--- src/sv/bth_pkg.sv ---
// Shared constants, types and helpers for the boundary-tag heap allocator.
// No dependencies; the top level, the sequencer and the testbench import this package.
package bth_pkg;

  localparam int HEAP_BYTES    = 65536;
  localparam int PAGE_BYTES    = 4096;
  localparam int INITIAL_BYTES = 4096;

  localparam int STORE_WORDS = HEAP_BYTES / 4;
  localparam int WIDX_W      = $clog2(STORE_WORDS);
  // byte addresses carry headroom so that underflow lands far outside the store
  localparam int A_W         = $clog2(HEAP_BYTES) + 4;
  localparam int TAG_W       = 17;
  localparam int LIMIT_W     = 17;
  localparam int REQ_W       = 16;
  localparam int OFF_W       = 16;

  localparam logic [LIMIT_W-1:0] LIMIT_RESET = 17'h10000;

  localparam logic OP_ALLOC = 1'b0;
  localparam logic OP_FREE  = 1'b1;

  localparam logic [1:0] STAT_DONE = 2'd0;
  localparam logic [1:0] STAT_NULL = 2'd1;
  localparam logic [1:0] STAT_OOM  = 2'd2;

  function automatic int align8_f(int s);
    return ((s + 7) >> 3) << 3;
  endfunction

  localparam int INIT_SIZE     = (align8_f(INITIAL_BYTES) < 16) ? 16 : align8_f(INITIAL_BYTES);
  localparam int PAGE_AL       = align8_f(PAGE_BYTES);
  localparam int LIM_RESET_EFF = (65536 > HEAP_BYTES) ? HEAP_BYTES : 65536;
  localparam int INIT_END      = 16 + INIT_SIZE;

  // page mapping done at reset; stops at the first page over the ceiling
  function automatic int init_map_f(int end_b, int lim);
    int m;
    m = PAGE_BYTES;
    while (m < end_b) begin
      if (m + PAGE_BYTES > lim) return m;
      m = m + PAGE_BYTES;
    end
    return m;
  endfunction

  localparam int INIT_MAPPED = init_map_f(INIT_END, LIM_RESET_EFF);
  localparam bit INIT_FITS   = (INIT_MAPPED >= INIT_END);
  localparam int INIT_BRK    = INIT_FITS ? (12 + INIT_SIZE) : 12;
  localparam int PRO_TAG     = 9;

  // block size field of a tag, widened to a byte address
  function automatic logic [A_W-1:0] tsz_f(logic [TAG_W-1:0] w);
    return {{(A_W-TAG_W){1'b0}}, w[TAG_W-1:3], 3'b000};
  endfunction

  typedef struct packed {
    logic              valid;
    logic [1:0]        status;
    logic [OFF_W-1:0]  payload;
  } bth_res_t;

  typedef struct packed {
    logic              we;
    logic [WIDX_W-1:0] waddr;
    logic [TAG_W-1:0]  wdata;
    logic [WIDX_W-1:0] raddr;
  } bth_mem_req_t;

endpackage

--- src/sv/bth_if.sv ---
// Channel interfaces of the allocator: command, response and limit write.
// Widths follow the fixed field widths; no package dependency.
interface bth_cmd_if;
  logic        valid;
  logic        ready;
  logic        opcode;
  logic [15:0] request_bytes;
  logic [15:0] block_offset;
  modport source(output valid, opcode, request_bytes, block_offset, input ready);
  modport sink(input valid, opcode, request_bytes, block_offset, output ready);
endinterface


--- src/sv/bth_seq.sv ---
// Tag store sequencer: clearing pass, first-fit walk, heap growth, merge, split.
// Depends on bth_pkg and bth_cmd_if; drives one port pair of the tag RAM.
module bth_seq (
  input  logic                         clk,
  input  logic                         rst,
  bth_cmd_if.sink                      cmd,
  input  logic [bth_pkg::LIMIT_W-1:0]  heap_limit_bytes,
  output bth_pkg::bth_res_t            res,
  input  logic                         res_take,
  output bth_pkg::bth_mem_req_t        mem,
  input  logic [bth_pkg::TAG_W-1:0]    mem_rdata
);
  import bth_pkg::*;

  typedef enum logic [4:0] {
    S_CLEAR, S_IDLE, S_A0, S_A1, S_WALK, S_MAP, S_G1, S_G2, S_G3, S_G4,
    S_M0, S_M1, S_M2, S_M3, S_M4, S_M5, S_MW2, S_P0, S_P1,
    S_SW, S_SR, S_SF, S_F0, S_F1, S_FIN
  } state_t;

  typedef enum logic [1:0] {K_REM, K_PDONE, K_MEND, K_FREE} cont_t;

  localparam logic [A_W-1:0]    HEAP_A   = A_W'(HEAP_BYTES);
  localparam logic [A_W-1:0]    PAGE_A   = A_W'(PAGE_BYTES);
  localparam logic [TAG_W-1:0]  PAGE_T   = TAG_W'(PAGE_AL);
  localparam logic [WIDX_W-1:0] LAST_IDX = WIDX_W'(STORE_WORDS - 1);
  localparam logic [WIDX_W-1:0] IDX_FTR0 = WIDX_W'((8 + INIT_SIZE) / 4);
  localparam logic [WIDX_W-1:0] IDX_EPI  = WIDX_W'((12 + INIT_SIZE) / 4);

  state_t            state;
  cont_t             cont;
  logic [WIDX_W-1:0] cnt;
  logic              is_alloc;
  logic [A_W-1:0]    bp, pb, nb, wa, base, brk, mapped, endr;
  logic [TAG_W-1:0]  asize, ext, val, dval, pbsz, szb;
  logic              pfree;
  logic              rd_oob;
  logic [1:0]        res_status;
  logic [OFF_W-1:0]  res_payload;

  logic [A_W-1:0]    rd_addr, wr_addr, lim, v_sz;
  logic              wr_en;
  logic [TAG_W-1:0]  wr_data, v, clr_data, asize_c, ext_c, cs, nbsz;
  logic [TAG_W:0]    diff;

  // read data of the previous cycle; out-of-store reads give zero
  assign v    = rd_oob ? '0 : mem_rdata;
  assign v_sz = tsz_f(v);
  assign lim  = (A_W'(heap_limit_bytes) > HEAP_A) ? HEAP_A : A_W'(heap_limit_bytes);

  assign asize_c = (TAG_W'({1'b0, cmd.request_bytes} + 17'd7) & ~TAG_W'(7)) + TAG_W'(8);
  assign ext_c   = (asize > PAGE_T) ? asize : PAGE_T;
  assign cs      = {v[TAG_W-1:3], 3'b000};
  assign nbsz    = {v[TAG_W-1:3], 3'b000};
  assign diff    = {1'b0, cs} - {1'b0, asize};

  assign cmd.ready   = (state == S_IDLE);
  assign res.valid   = (state == S_FIN);
  assign res.status  = res_status;
  assign res.payload = res_payload;

  // reset image of the store
  always_comb begin
    clr_data = '0;
    if (cnt == WIDX_W'(1) || cnt == WIDX_W'(2)) clr_data = TAG_W'(PRO_TAG);
    if (INIT_FITS) begin
      if (cnt == WIDX_W'(3) || cnt == IDX_FTR0) clr_data = TAG_W'(INIT_SIZE);
      if (cnt == IDX_EPI) clr_data = TAG_W'(1);
    end else if (cnt == WIDX_W'(3)) begin
      clr_data = TAG_W'(1);
    end
  end

  always_comb begin
    rd_addr = '0;
    wr_en   = 1'b0;
    wr_addr = '0;
    wr_data = '0;
    unique case (state)
      // walk starts past the prologue, whose header gives its size
      S_A0:   rd_addr = A_W'(4);
      S_A1:   rd_addr = bp + v_sz - A_W'(4);
      S_WALK: rd_addr = bp + v_sz - A_W'(4);
      S_G1:   begin wr_en = 1'b1; wr_addr = brk; wr_data = ext; end
      S_G2:   rd_addr = bp - A_W'(4);
      S_G3:   begin wr_en = 1'b1; wr_addr = bp + v_sz - A_W'(8); wr_data = ext; end
      S_G4:   begin wr_en = 1'b1; wr_addr = nb - A_W'(4); wr_data = TAG_W'(1); end
      S_M0:   rd_addr = bp - A_W'(8);
      S_M1:   rd_addr = bp - v_sz - A_W'(4);
      S_M2:   rd_addr = pb + v_sz - A_W'(8);
      S_M3:   rd_addr = bp - A_W'(4);
      S_M4:   rd_addr = bp + v_sz - A_W'(4);
      S_M5: begin
        // free predecessor, allocated successor: footer of this block first
        if (pfree && v[0]) begin
          wr_en   = 1'b1;
          wr_addr = bp + A_W'(szb) - A_W'(8);
          wr_data = szb + pbsz;
        end
      end
      S_MW2:  begin wr_en = 1'b1; wr_addr = wa; wr_data = val; end
      S_P0:   rd_addr = bp - A_W'(4);
      S_SW:   begin wr_en = 1'b1; wr_addr = wa; wr_data = val; end
      S_SR:   rd_addr = base - A_W'(4);
      S_SF:   begin wr_en = 1'b1; wr_addr = base + v_sz - A_W'(8); wr_data = val; end
      S_F0:   rd_addr = bp - A_W'(4);
      default: ;
    endcase
  end

  always_comb begin
    if (state == S_CLEAR) begin
      mem.we    = 1'b1;
      mem.waddr = cnt;
      mem.wdata = clr_data;
    end else begin
      mem.we    = wr_en && (wr_addr < HEAP_A);
      mem.waddr = wr_addr[WIDX_W+1:2];
      mem.wdata = wr_data;
    end
    mem.raddr = rd_addr[WIDX_W+1:2];
  end

  always_ff @(posedge clk) begin
    if (rst) begin
      state       <= S_CLEAR;
      cnt         <= '0;
      mapped      <= A_W'(INIT_MAPPED);
      brk         <= A_W'(INIT_BRK);
      rd_oob      <= 1'b0;
      res_status  <= STAT_DONE;
      res_payload <= '0;
    end else begin
      rd_oob <= !(rd_addr < HEAP_A);
      unique case (state)
        S_CLEAR: begin
          cnt <= cnt + WIDX_W'(1);
          if (cnt == LAST_IDX) state <= S_IDLE;
        end
        S_IDLE: begin
          if (cmd.valid) begin
            is_alloc <= (cmd.opcode == OP_ALLOC);
            if (cmd.opcode == OP_ALLOC) begin
              if (cmd.request_bytes == '0) begin
                res_status  <= STAT_NULL;
                res_payload <= '0;
                state       <= S_FIN;
              end else begin
                asize <= asize_c;
                bp    <= A_W'(8);
                state <= S_A0;
              end
            end else if (cmd.block_offset == '0) begin
              res_status  <= STAT_NULL;
              res_payload <= '0;
              state       <= S_FIN;
            end else begin
              bp    <= A_W'(cmd.block_offset);
              state <= S_F0;
            end
          end
        end
        S_A0: state <= S_A1;
        S_A1: begin
          bp    <= bp + v_sz;
          state <= S_WALK;
        end
        S_WALK: begin
          priority if (v_sz == '0) begin
            ext   <= ext_c;
            endr  <= brk + A_W'(ext_c) + A_W'(4);
            state <= S_MAP;
          end else if (!v[0] && v_sz >= A_W'(asize)) begin
            state <= S_P0;
          end else begin
            bp <= bp + v_sz;
          end
        end
        S_MAP: begin
          if (mapped < endr) begin
            if (mapped + PAGE_A > lim) begin
              res_status  <= STAT_OOM;
              res_payload <= '0;
              state       <= S_FIN;
            end else begin
              mapped <= mapped + PAGE_A;
            end
          end else begin
            state <= S_G1;
          end
        end
        S_G1: begin bp <= brk + A_W'(4); state <= S_G2; end
        S_G2: state <= S_G3;
        S_G3: begin nb <= bp + v_sz; state <= S_G4; end
        S_G4: begin brk <= brk + A_W'(ext); state <= S_M0; end
        S_M0: state <= S_M1;
        S_M1: begin pb <= bp - v_sz; state <= S_M2; end
        S_M2: begin pbsz <= {v[TAG_W-1:3], 3'b000}; state <= S_M3; end
        S_M3: begin pfree <= !v[0]; state <= S_M4; end
        S_M4: begin
          szb   <= {v[TAG_W-1:3], 3'b000};
          nb    <= bp + v_sz;
          state <= S_M5;
        end
        S_M5: begin
          priority if (!pfree && v[0]) begin
            if (is_alloc) state <= S_P0;
            else begin
              res_status  <= STAT_DONE;
              res_payload <= '0;
              state       <= S_FIN;
            end
          end else if (!pfree) begin
            val   <= szb + nbsz;
            wa    <= bp - A_W'(4);
            base  <= bp;
            cont  <= K_MEND;
            state <= S_SW;
          end else if (v[0]) begin
            val   <= szb + pbsz;
            wa    <= pb - A_W'(4);
            bp    <= pb;
            state <= S_MW2;
          end else begin
            val   <= szb + pbsz + nbsz;
            wa    <= pb - A_W'(4);
            base  <= nb;
            bp    <= pb;
            cont  <= K_MEND;
            state <= S_SW;
          end
        end
        S_MW2: begin
          if (is_alloc) state <= S_P0;
          else begin
            res_status  <= STAT_DONE;
            res_payload <= '0;
            state       <= S_FIN;
          end
        end
        S_P0: state <= S_P1;
        S_P1: begin
          wa   <= bp - A_W'(4);
          base <= bp;
          if (diff[TAG_W] || diff[TAG_W-1:0] >= TAG_W'(16)) begin
            val  <= {asize[TAG_W-1:1], 1'b1};
            dval <= diff[TAG_W-1:0];
            cont <= K_REM;
          end else begin
            val  <= {cs[TAG_W-1:1], 1'b1};
            cont <= K_PDONE;
          end
          state <= S_SW;
        end
        S_SW: state <= S_SR;
        S_SR: state <= S_SF;
        S_SF: begin
          unique case (cont)
            K_REM: begin
              wa    <= base + v_sz - A_W'(4);
              base  <= base + v_sz;
              val   <= dval;
              cont  <= K_PDONE;
              state <= S_SW;
            end
            K_PDONE: begin
              res_status  <= STAT_DONE;
              res_payload <= bp[OFF_W-1:0];
              state       <= S_FIN;
            end
            K_MEND: begin
              if (is_alloc) state <= S_P0;
              else begin
                res_status  <= STAT_DONE;
                res_payload <= '0;
                state       <= S_FIN;
              end
            end
            K_FREE: state <= S_M0;
            default: state <= S_FIN;
          endcase
        end
        S_F0: state <= S_F1;
        S_F1: begin
          wa    <= bp - A_W'(4);
          base  <= bp;
          val   <= {v[TAG_W-1:3], 3'b000};
          cont  <= K_FREE;
          state <= S_SW;
        end
        S_FIN: if (res_take) state <= S_IDLE;
        default: state <= S_IDLE;
      endcase
    end
  end

endmodule

--- src/flat_wrapper.sv ---
// flat-port wrapper written by rule: the top's interface ports become plain ports
module bth_seq_flat import bth_pkg::*;
  (clk, rst, heap_limit_bytes, res, res_take, mem, mem_rdata, cmd_valid, cmd_opcode, cmd_request_bytes, cmd_block_offset, cmd_ready);
  bth_cmd_if cmd_i ();
  input  logic clk;
  input  logic rst;
  input  logic [bth_pkg::LIMIT_W-1:0] heap_limit_bytes;
  output bth_pkg::bth_res_t res;
  input  logic res_take;
  output bth_pkg::bth_mem_req_t mem;
  input  logic [bth_pkg::TAG_W-1:0] mem_rdata;
  input wire logic [$bits(cmd_i.valid)-1:0] cmd_valid;
  input wire logic [$bits(cmd_i.opcode)-1:0] cmd_opcode;
  input wire logic [$bits(cmd_i.request_bytes)-1:0] cmd_request_bytes;
  input wire logic [$bits(cmd_i.block_offset)-1:0] cmd_block_offset;
  output wire logic [$bits(cmd_i.ready)-1:0] cmd_ready;
  assign cmd_i.valid = cmd_valid;
  assign cmd_i.opcode = cmd_opcode;
  assign cmd_i.request_bytes = cmd_request_bytes;
  assign cmd_i.block_offset = cmd_block_offset;
  assign cmd_ready = cmd_i.ready;
  bth_seq u_core (.clk(clk), .rst(rst), .cmd(cmd_i), .heap_limit_bytes(heap_limit_bytes), .res(res), .res_take(res_take), .mem(mem), .mem_rdata(mem_rdata));
endmodule
--- config.mk ---
export PLATFORM = sky130hd
export DESIGN_NAME = bth_seq_flat
export DESIGN_NICKNAME = d
export VERILOG_FILES = /design/src/sv/bth_pkg.sv /design/src/sv/bth_if.sv /design/src/sv/bth_seq.sv /design/src/flat_wrapper.sv
export SDC_FILE = /design/constraint.sdc
export NUM_CORES = 1
export LEC_CHECK = 0
export ABC_AREA = 1
export ABC_CLOCK_PERIOD_IN_PS = 5900
export BUFFER_PORTS_ARGS = -buffer_cell sky130_fd_sc_hd__buf_4
export CAP_MARGIN = 40
export CELL_PAD_IN_SITES_DETAIL_PLACEMENT = 1
export CELL_PAD_IN_SITES_GLOBAL_PLACEMENT = 2
export CORE_MARGIN = 4
export CORE_UTILIZATION = 39
export DETAILED_ROUTE_END_ITERATION = 10
export HOLD_SLACK_MARGIN = 0.12
export PLACE_DENSITY = 0.92
export SLEW_MARGIN = 15
export SYNTH_ARGS = -nofsm -noshare
export SYNTH_HDL_FRONTEND = slang
export SYNTH_SLANG_ARGS = --single-unit
--- constraint.sdc ---
create_clock -name clk -period 5.9 [get_ports clk]
set_input_delay 1.18 -clock clk [delete_from_list [all_inputs] [get_ports clk]]
set_output_delay 1.18 -clock clk [all_outputs]
set_load 0.005 [all_outputs]
# After elaboration in Yosys (flattened, before gate mapping)
# Cells that the tools add are included.
dict set report word_totals {
  register_bits 298
  input_bits 71
  output_inout_bits 66
}
dict set report classes {
  add_sub_neg 29
  n_lt_le_gt_ge 8
  n_eq_ne 52
  muxes 80
  n_bitwise 4
  reduce_logical 44
}
# cell n
set op_table {}
lappend op_table {{20-bit two-way mux} 16}
lappend op_table {{17-bit two-way mux} 9}
lappend op_table {{20-bit case mux with 7 select lines} 1}
lappend op_table {{20-bit by 3-bit subtractor with 20-bit output, second input constant} 7}
lappend op_table {{17-bit case mux with 4 select lines} 2}
lappend op_table {{16-bit two-way mux} 8}
lappend op_table {{20-bit by 17-bit adder with 20-bit output} 6}
lappend op_table {{20-bit case mux with 3 select lines} 2}
lappend op_table {{20-bit case mux with 6 select lines} 1}
lappend op_table {{5-bit case mux with 24 select lines} 1}
lappend op_table {{20-bit case mux with 5 select lines} 1}
lappend op_table {{20-bit by 4-bit subtractor with 20-bit output, second input constant} 5}
lappend op_table {{16-bit case mux with 5 select lines} 1}
lappend op_table {{5-bit two-way mux} 11}
lappend op_table {{17-bit adder} 3}
lappend op_table {{5-bit == test, second input constant} 9}
lappend op_table {{20-bit by 3-bit adder with 20-bit output, second input constant} 2}
lappend op_table {{5-bit by 4-bit == test with 1-bit output, second input constant} 8}
lappend op_table {{20-bit by 17-bit less-than comparator with 1-bit output, second input constant} 2}
lappend op_table {{16-bit zero test} 2}
lappend op_table {{32-bit two-way mux} 1}
lappend op_table {{16-bit case mux with 2 select lines} 1}
lappend op_table {{14-bit by 11-bit == test with 1-bit output, second input constant} 2}
lappend op_table {{14-bit by 2-bit == test with 1-bit output, second input constant} 2}
lappend op_table {{53 further kinds} 114}

# Depth between registers and ports, before layout
dict set report logic_depth {
  ltp_word 7
  depth_mapped 27
  mapped_depth_nobuf 27
}

# Worst setup path before layout
# OpenSTA, ideal clock, no wires.
dict set report synth_path {
  kind {input to output}
  start {input mem_rdata[12] (netlist name)}
  end {output mem[45] (netlist name)}
  arrival_ns 3.604
  required_time_ns 4.720
  slack_ns 1.116
  stages 22
  n_path_buf 1
  path_cell_list {inv_1 nor2_1 inv_1 ha_1 clkbuf_1 nor2_1 nand2_1 nor2_1 nand2_1 nand3_1 nand2_1 and2_1 o21ai_1 nand2_1 nor2_1 nand3_1 nand2_1 nand2_1 nand2_1 nand2_1 nand3_1 nand2_1}
}
# item line
set synth_rtl {}
lappend synth_rtl {{from (decl)} flat_wrapper.sv:11} ;# input logic [bth_pkg::TAG_W-1:0] mem_rdata;
lappend synth_rtl {{to (decl)} flat_wrapper.sv:10} ;# output bth_pkg::bth_mem_req_t mem;

==> impl_metrics.tcl <==
set metrics [dict create \
    cpMaxStageDelayCell "nor2_1" \
    routedWlPerCell_um 25.2 \
    synth_edf_count 200 \
    hpwl_um 101000 \
    clockBufferDepth 3 \
    area_growth_pct 14.4 \
    drive_above_1_share 0.0954 \
    clk_pin_slew_ns 0.06 \
    crit_required_ns 4.72 \
    cts_buffers 36 \
    core_um2 64600 \
    globalRouteOverflowTotal 0 \
    worstPathArrival_ns 4.56 \
    worst_r2r_path_depth 19 \
    grt_max_degree 53 \
    die_h_um 264 \
    insertion_delay_ns 0.58 \
    min_path_type "reg -> reg" \
    post-route-min-period_ns 5.74 \
    rsz0062_at_grt "false" \
    vias 28000 \
    final_cell_mix "nand2_1, inv_1, nor2_1, nand3_1, a21oi_1" \
    cp_common_cell "nand3_1" \
    syn_area_um2 25500 \
    nets 4225 \
    worst_pin_slew_ns 0.905 \
    initial_core_util 0.395 \
    drv_slew 0 \
    crit_path_end_kind "primary output" \
    path_class "reg -> out" \
    ant_nets 0 \
    insertedDiodeCount 0 \
    start_kind "flip-flop" \
    yosysSeqAreaShare 0.285 \
    post_cts_buffers 0 \
    yosysUniqueCellTypes 76 \
    cap_violations 0 \
    synth_warnings 0 \
    timing.setup.tns_ns 0 \
    setup_viol 0 \
    vdd_drop_max_v 0.000191 \
    min-delay-start "u_core.res_payload[8]$_SDFFE_PP0P_" \
    finalHoldViolations 0 \
    final_common_cell "nand2_1" \
    cp_max_fo 17 \
    avgSynthCellArea_um2 6.77 \
    routed_wl_um 122000 \
    fin_skew_ns 0.0322 \
    outcome "completed" \
    port_buffers 132 \
    fp.dieW_um 264 \
    rrSetupSlack_ns 1.04 \
    antenna_found_initial 5 \
    grt_pass1_vias 27500 \
    cp_cell_sequence "nor2_1 -> nand2_1 -> nand3_2 -> nor2_2 -> buf_4 -> nand2_1 -> nand3_1 -> inv_1 -> ha_1 -> nand3_1 -> nor2_1 -> nand2_1 -> nor2_2 -> nand3_1 -> o21ai_0 -> nand3_1 -> o2111ai_1 -> buf_4" \
    ys.flop_type "edfxtp_1" \
    slowest_delay_ns 0.63 \
    first_iter_violations 3398 \
    hold_path_depth 2 \
    cts_tree "built" \
    period_share 0.973 \
    dieArea_um2 69500 \
    ctsHoldBuffers 0 \
    maxSlewHeadroom 0.395 \
    final_util 0.452 \
    htreeDepth 2 \
    synthArstFlopShare 0 \
    place_congestion 1.02 \
    grt_pass1_wl_um 178000 \
    rows 93 \
    synthCells 3764 \
    via_per_inst 5.80 \
    cellPowerDensity_nw_per_um2 367 \
    cts.sinks 263 \
    max_freq_ghz 0.174 \
    ctsRootBufferMaster "clkbuf_16" \
    dr.pass1.iters 6 \
    r2r_end "u_core.endr[19]$_DFFE_PP_" \
    synth-seq-cells 263 \
    grt_use_total 0.339 \
    io_pins 137 \
    leakage_nw 13.7 \
    worstReg2RegStart "u_core.asize[8]$_DFFE_PP_" \
    whs_endpoint "u_core.res_payload[8]$_SDFFE_PP0P_" \
    drc 0 \
]
==> Yosys cell counts, drive strengths merged, types with 3 or more instances <==
cell | instances | area (um^2)
o22ai | 13 | 81.3
o221ai | 28 | 245
a21oi | 240 | 1210
nand3 | 278 | 1420
or2 | 16 | 100
nor2 | 413 | 1670
o21a | 5 | 37.5
o31ai | 4 | 35.0
nand2 | 911 | 3490
nor4 | 37 | 231
xnor2 | 26 | 228
fa | 6 | 120
clkinv | 11 | 41.3
a22oi | 15 | 113
a21boi | 7 | 52.6
a221oi | 9 | 78.8
o2111ai | 31 | 272
a31oi | 17 | 106
a32oi | 5 | 43.8
buf | 18 | 121
nand4 | 76 | 475
clkbuf | 67 | 251
and2 | 15 | 93.8
a41oi | 3 | 26.3
dfxtp | 63 | 1260
o21ai | 185 | 948
nor3 | 76 | 397
a21o | 4 | 30.0
a2111o | 4 | 45.0
o211ai | 38 | 290
ha | 201 | 2510
o21bai | 15 | 113
xor2 | 96 | 841
a211oi | 8 | 60.1
edfxtp | 200 | 6010
nand3b | 5 | 37.5
inv | 599 | 2250
==> state kept, by name, summed over array words and instances, names as in the netlist, 5 cells and up <==
| name | count |
|---|---|
| u_core.bp | 20 |
| u_core.pb | 20 |
| u_core.base | 18 |
| u_core.nb | 18 |
| u_core.wa | 18 |
| u_core.brk | 17 |
| u_core.endr | 17 |
| u_core.res_payload | 16 |
| u_core.val | 15 |
| u_core.asize | 14 |
| u_core.cnt | 14 |
| u_core.dval | 14 |
| u_core.ext | 14 |
| u_core.pbsz | 14 |
| u_core.szb | 14 |
| u_core.mapped | 8 |
| u_core.state | 5 |
==> layer usage <==
layer,vias to the layer above,GRT usage,share of wire
met5,-,0,0.000057
met4,2,0.108,0.038
met3,193,0.0640,0.098
met2,1230,0.524,0.43
met1,13600,0.479,0.44
li1,13000,-,-
==> cell type report <==
| cell class | count | area [um^2] |
|---|---|---|
| Clock buffer | 50 | 993 |
| Clock inverter | 13 | 184 |
| Fill cell | 8482 | 35400 |
| Inverter | 610 | 2300 |
| Multi-Input combinational cell | 2807 | 15600 |
| Sequential cell | 263 | 7270 |
| Tap cell | 855 | 1070 |
| Timing Repair Buffer | 229 | 1730 |
==> cells by family after synthesis <==
kind of cell | after synthesis | synth area share
AND/OR/NAND/NOR | 1832 | 0.312
buffers and inverters | 695 | 0.105
AO/OA/AOI/OAI | 643 | 0.153
flip-flops | 263 | 0.285
adder cells (fa/ha/maj) | 207 | 0.103
XOR/XNOR | 122 | 0.0419
other | 1 | 0.000147
multiplexers | 1 | 0.000442
==> timing repair <==
| action | in CTS | in global routing |
|---|---|---|
| hold endpoints to repair | 0 | 0 |
| gates resized for setup | 0 | 6 |
| endpoints found under the setup margin | 0 | 6 |
==> worst max-delay path, delay by kind of cell (launching register included) <==
family / cells / cell delay (ns)
buffers and inverters: 3 / 0.47
AO/OA/AOI/OAI: 2 / 0.39
AND/OR/NAND/NOR: 12 / 2.51
adder cells (fa/ha/maj): 1 / 0.18
flip-flops: 1 / 0.45
==> power breakdown <==
part | leakage [nW] | total, mW | switching, mW | internal, mW
logic | 10.8 | 5.98 | 4.16 | 1.82
clock network | 0.571 | 2.29 | 0.936 | 1.35
registers | 2.32 | 2.44 | 0.207 | 2.23
total | 13.7 | 10.7 | 5.30 | 5.40
==> worst max path at each step <==
stage,endpoint,startpoint,slack (ns),cells past startpoint
5_1_grt,mem[12],mem_rdata[3],0.003,22
4_1_cts,mem[42],mem_rdata[3],0.22,22
3_3_place_gp,mem[42],mem_rdata[3],0.34,22
3_5_place_dp,mem[42],mem_rdata[3],0.23,22
6_report,mem[10],u_core.state[4]$_SDFFE_PP0P_,0.16,18
2_1_floorplan,mem[45],mem_rdata[12],1.12,22
==> metrics by stage <==
stage	power [mW]	area [um^2]	hold slack (ns)	worst slack, ns	instances
after floorplan	5.94	25500	0.427	1.12	3765
after global placement	8.14	27900	0.450	0.341	4753
after detailed placement	8.25	28000	0.448	0.229	4764
after CTS	10.6	29100	0.464	0.221	4827
after global routing	11.3	29200	0.491	0.00257	4827
final	10.7	29200	0.462	0.161	4827
(Power assumes the default switching activity.)
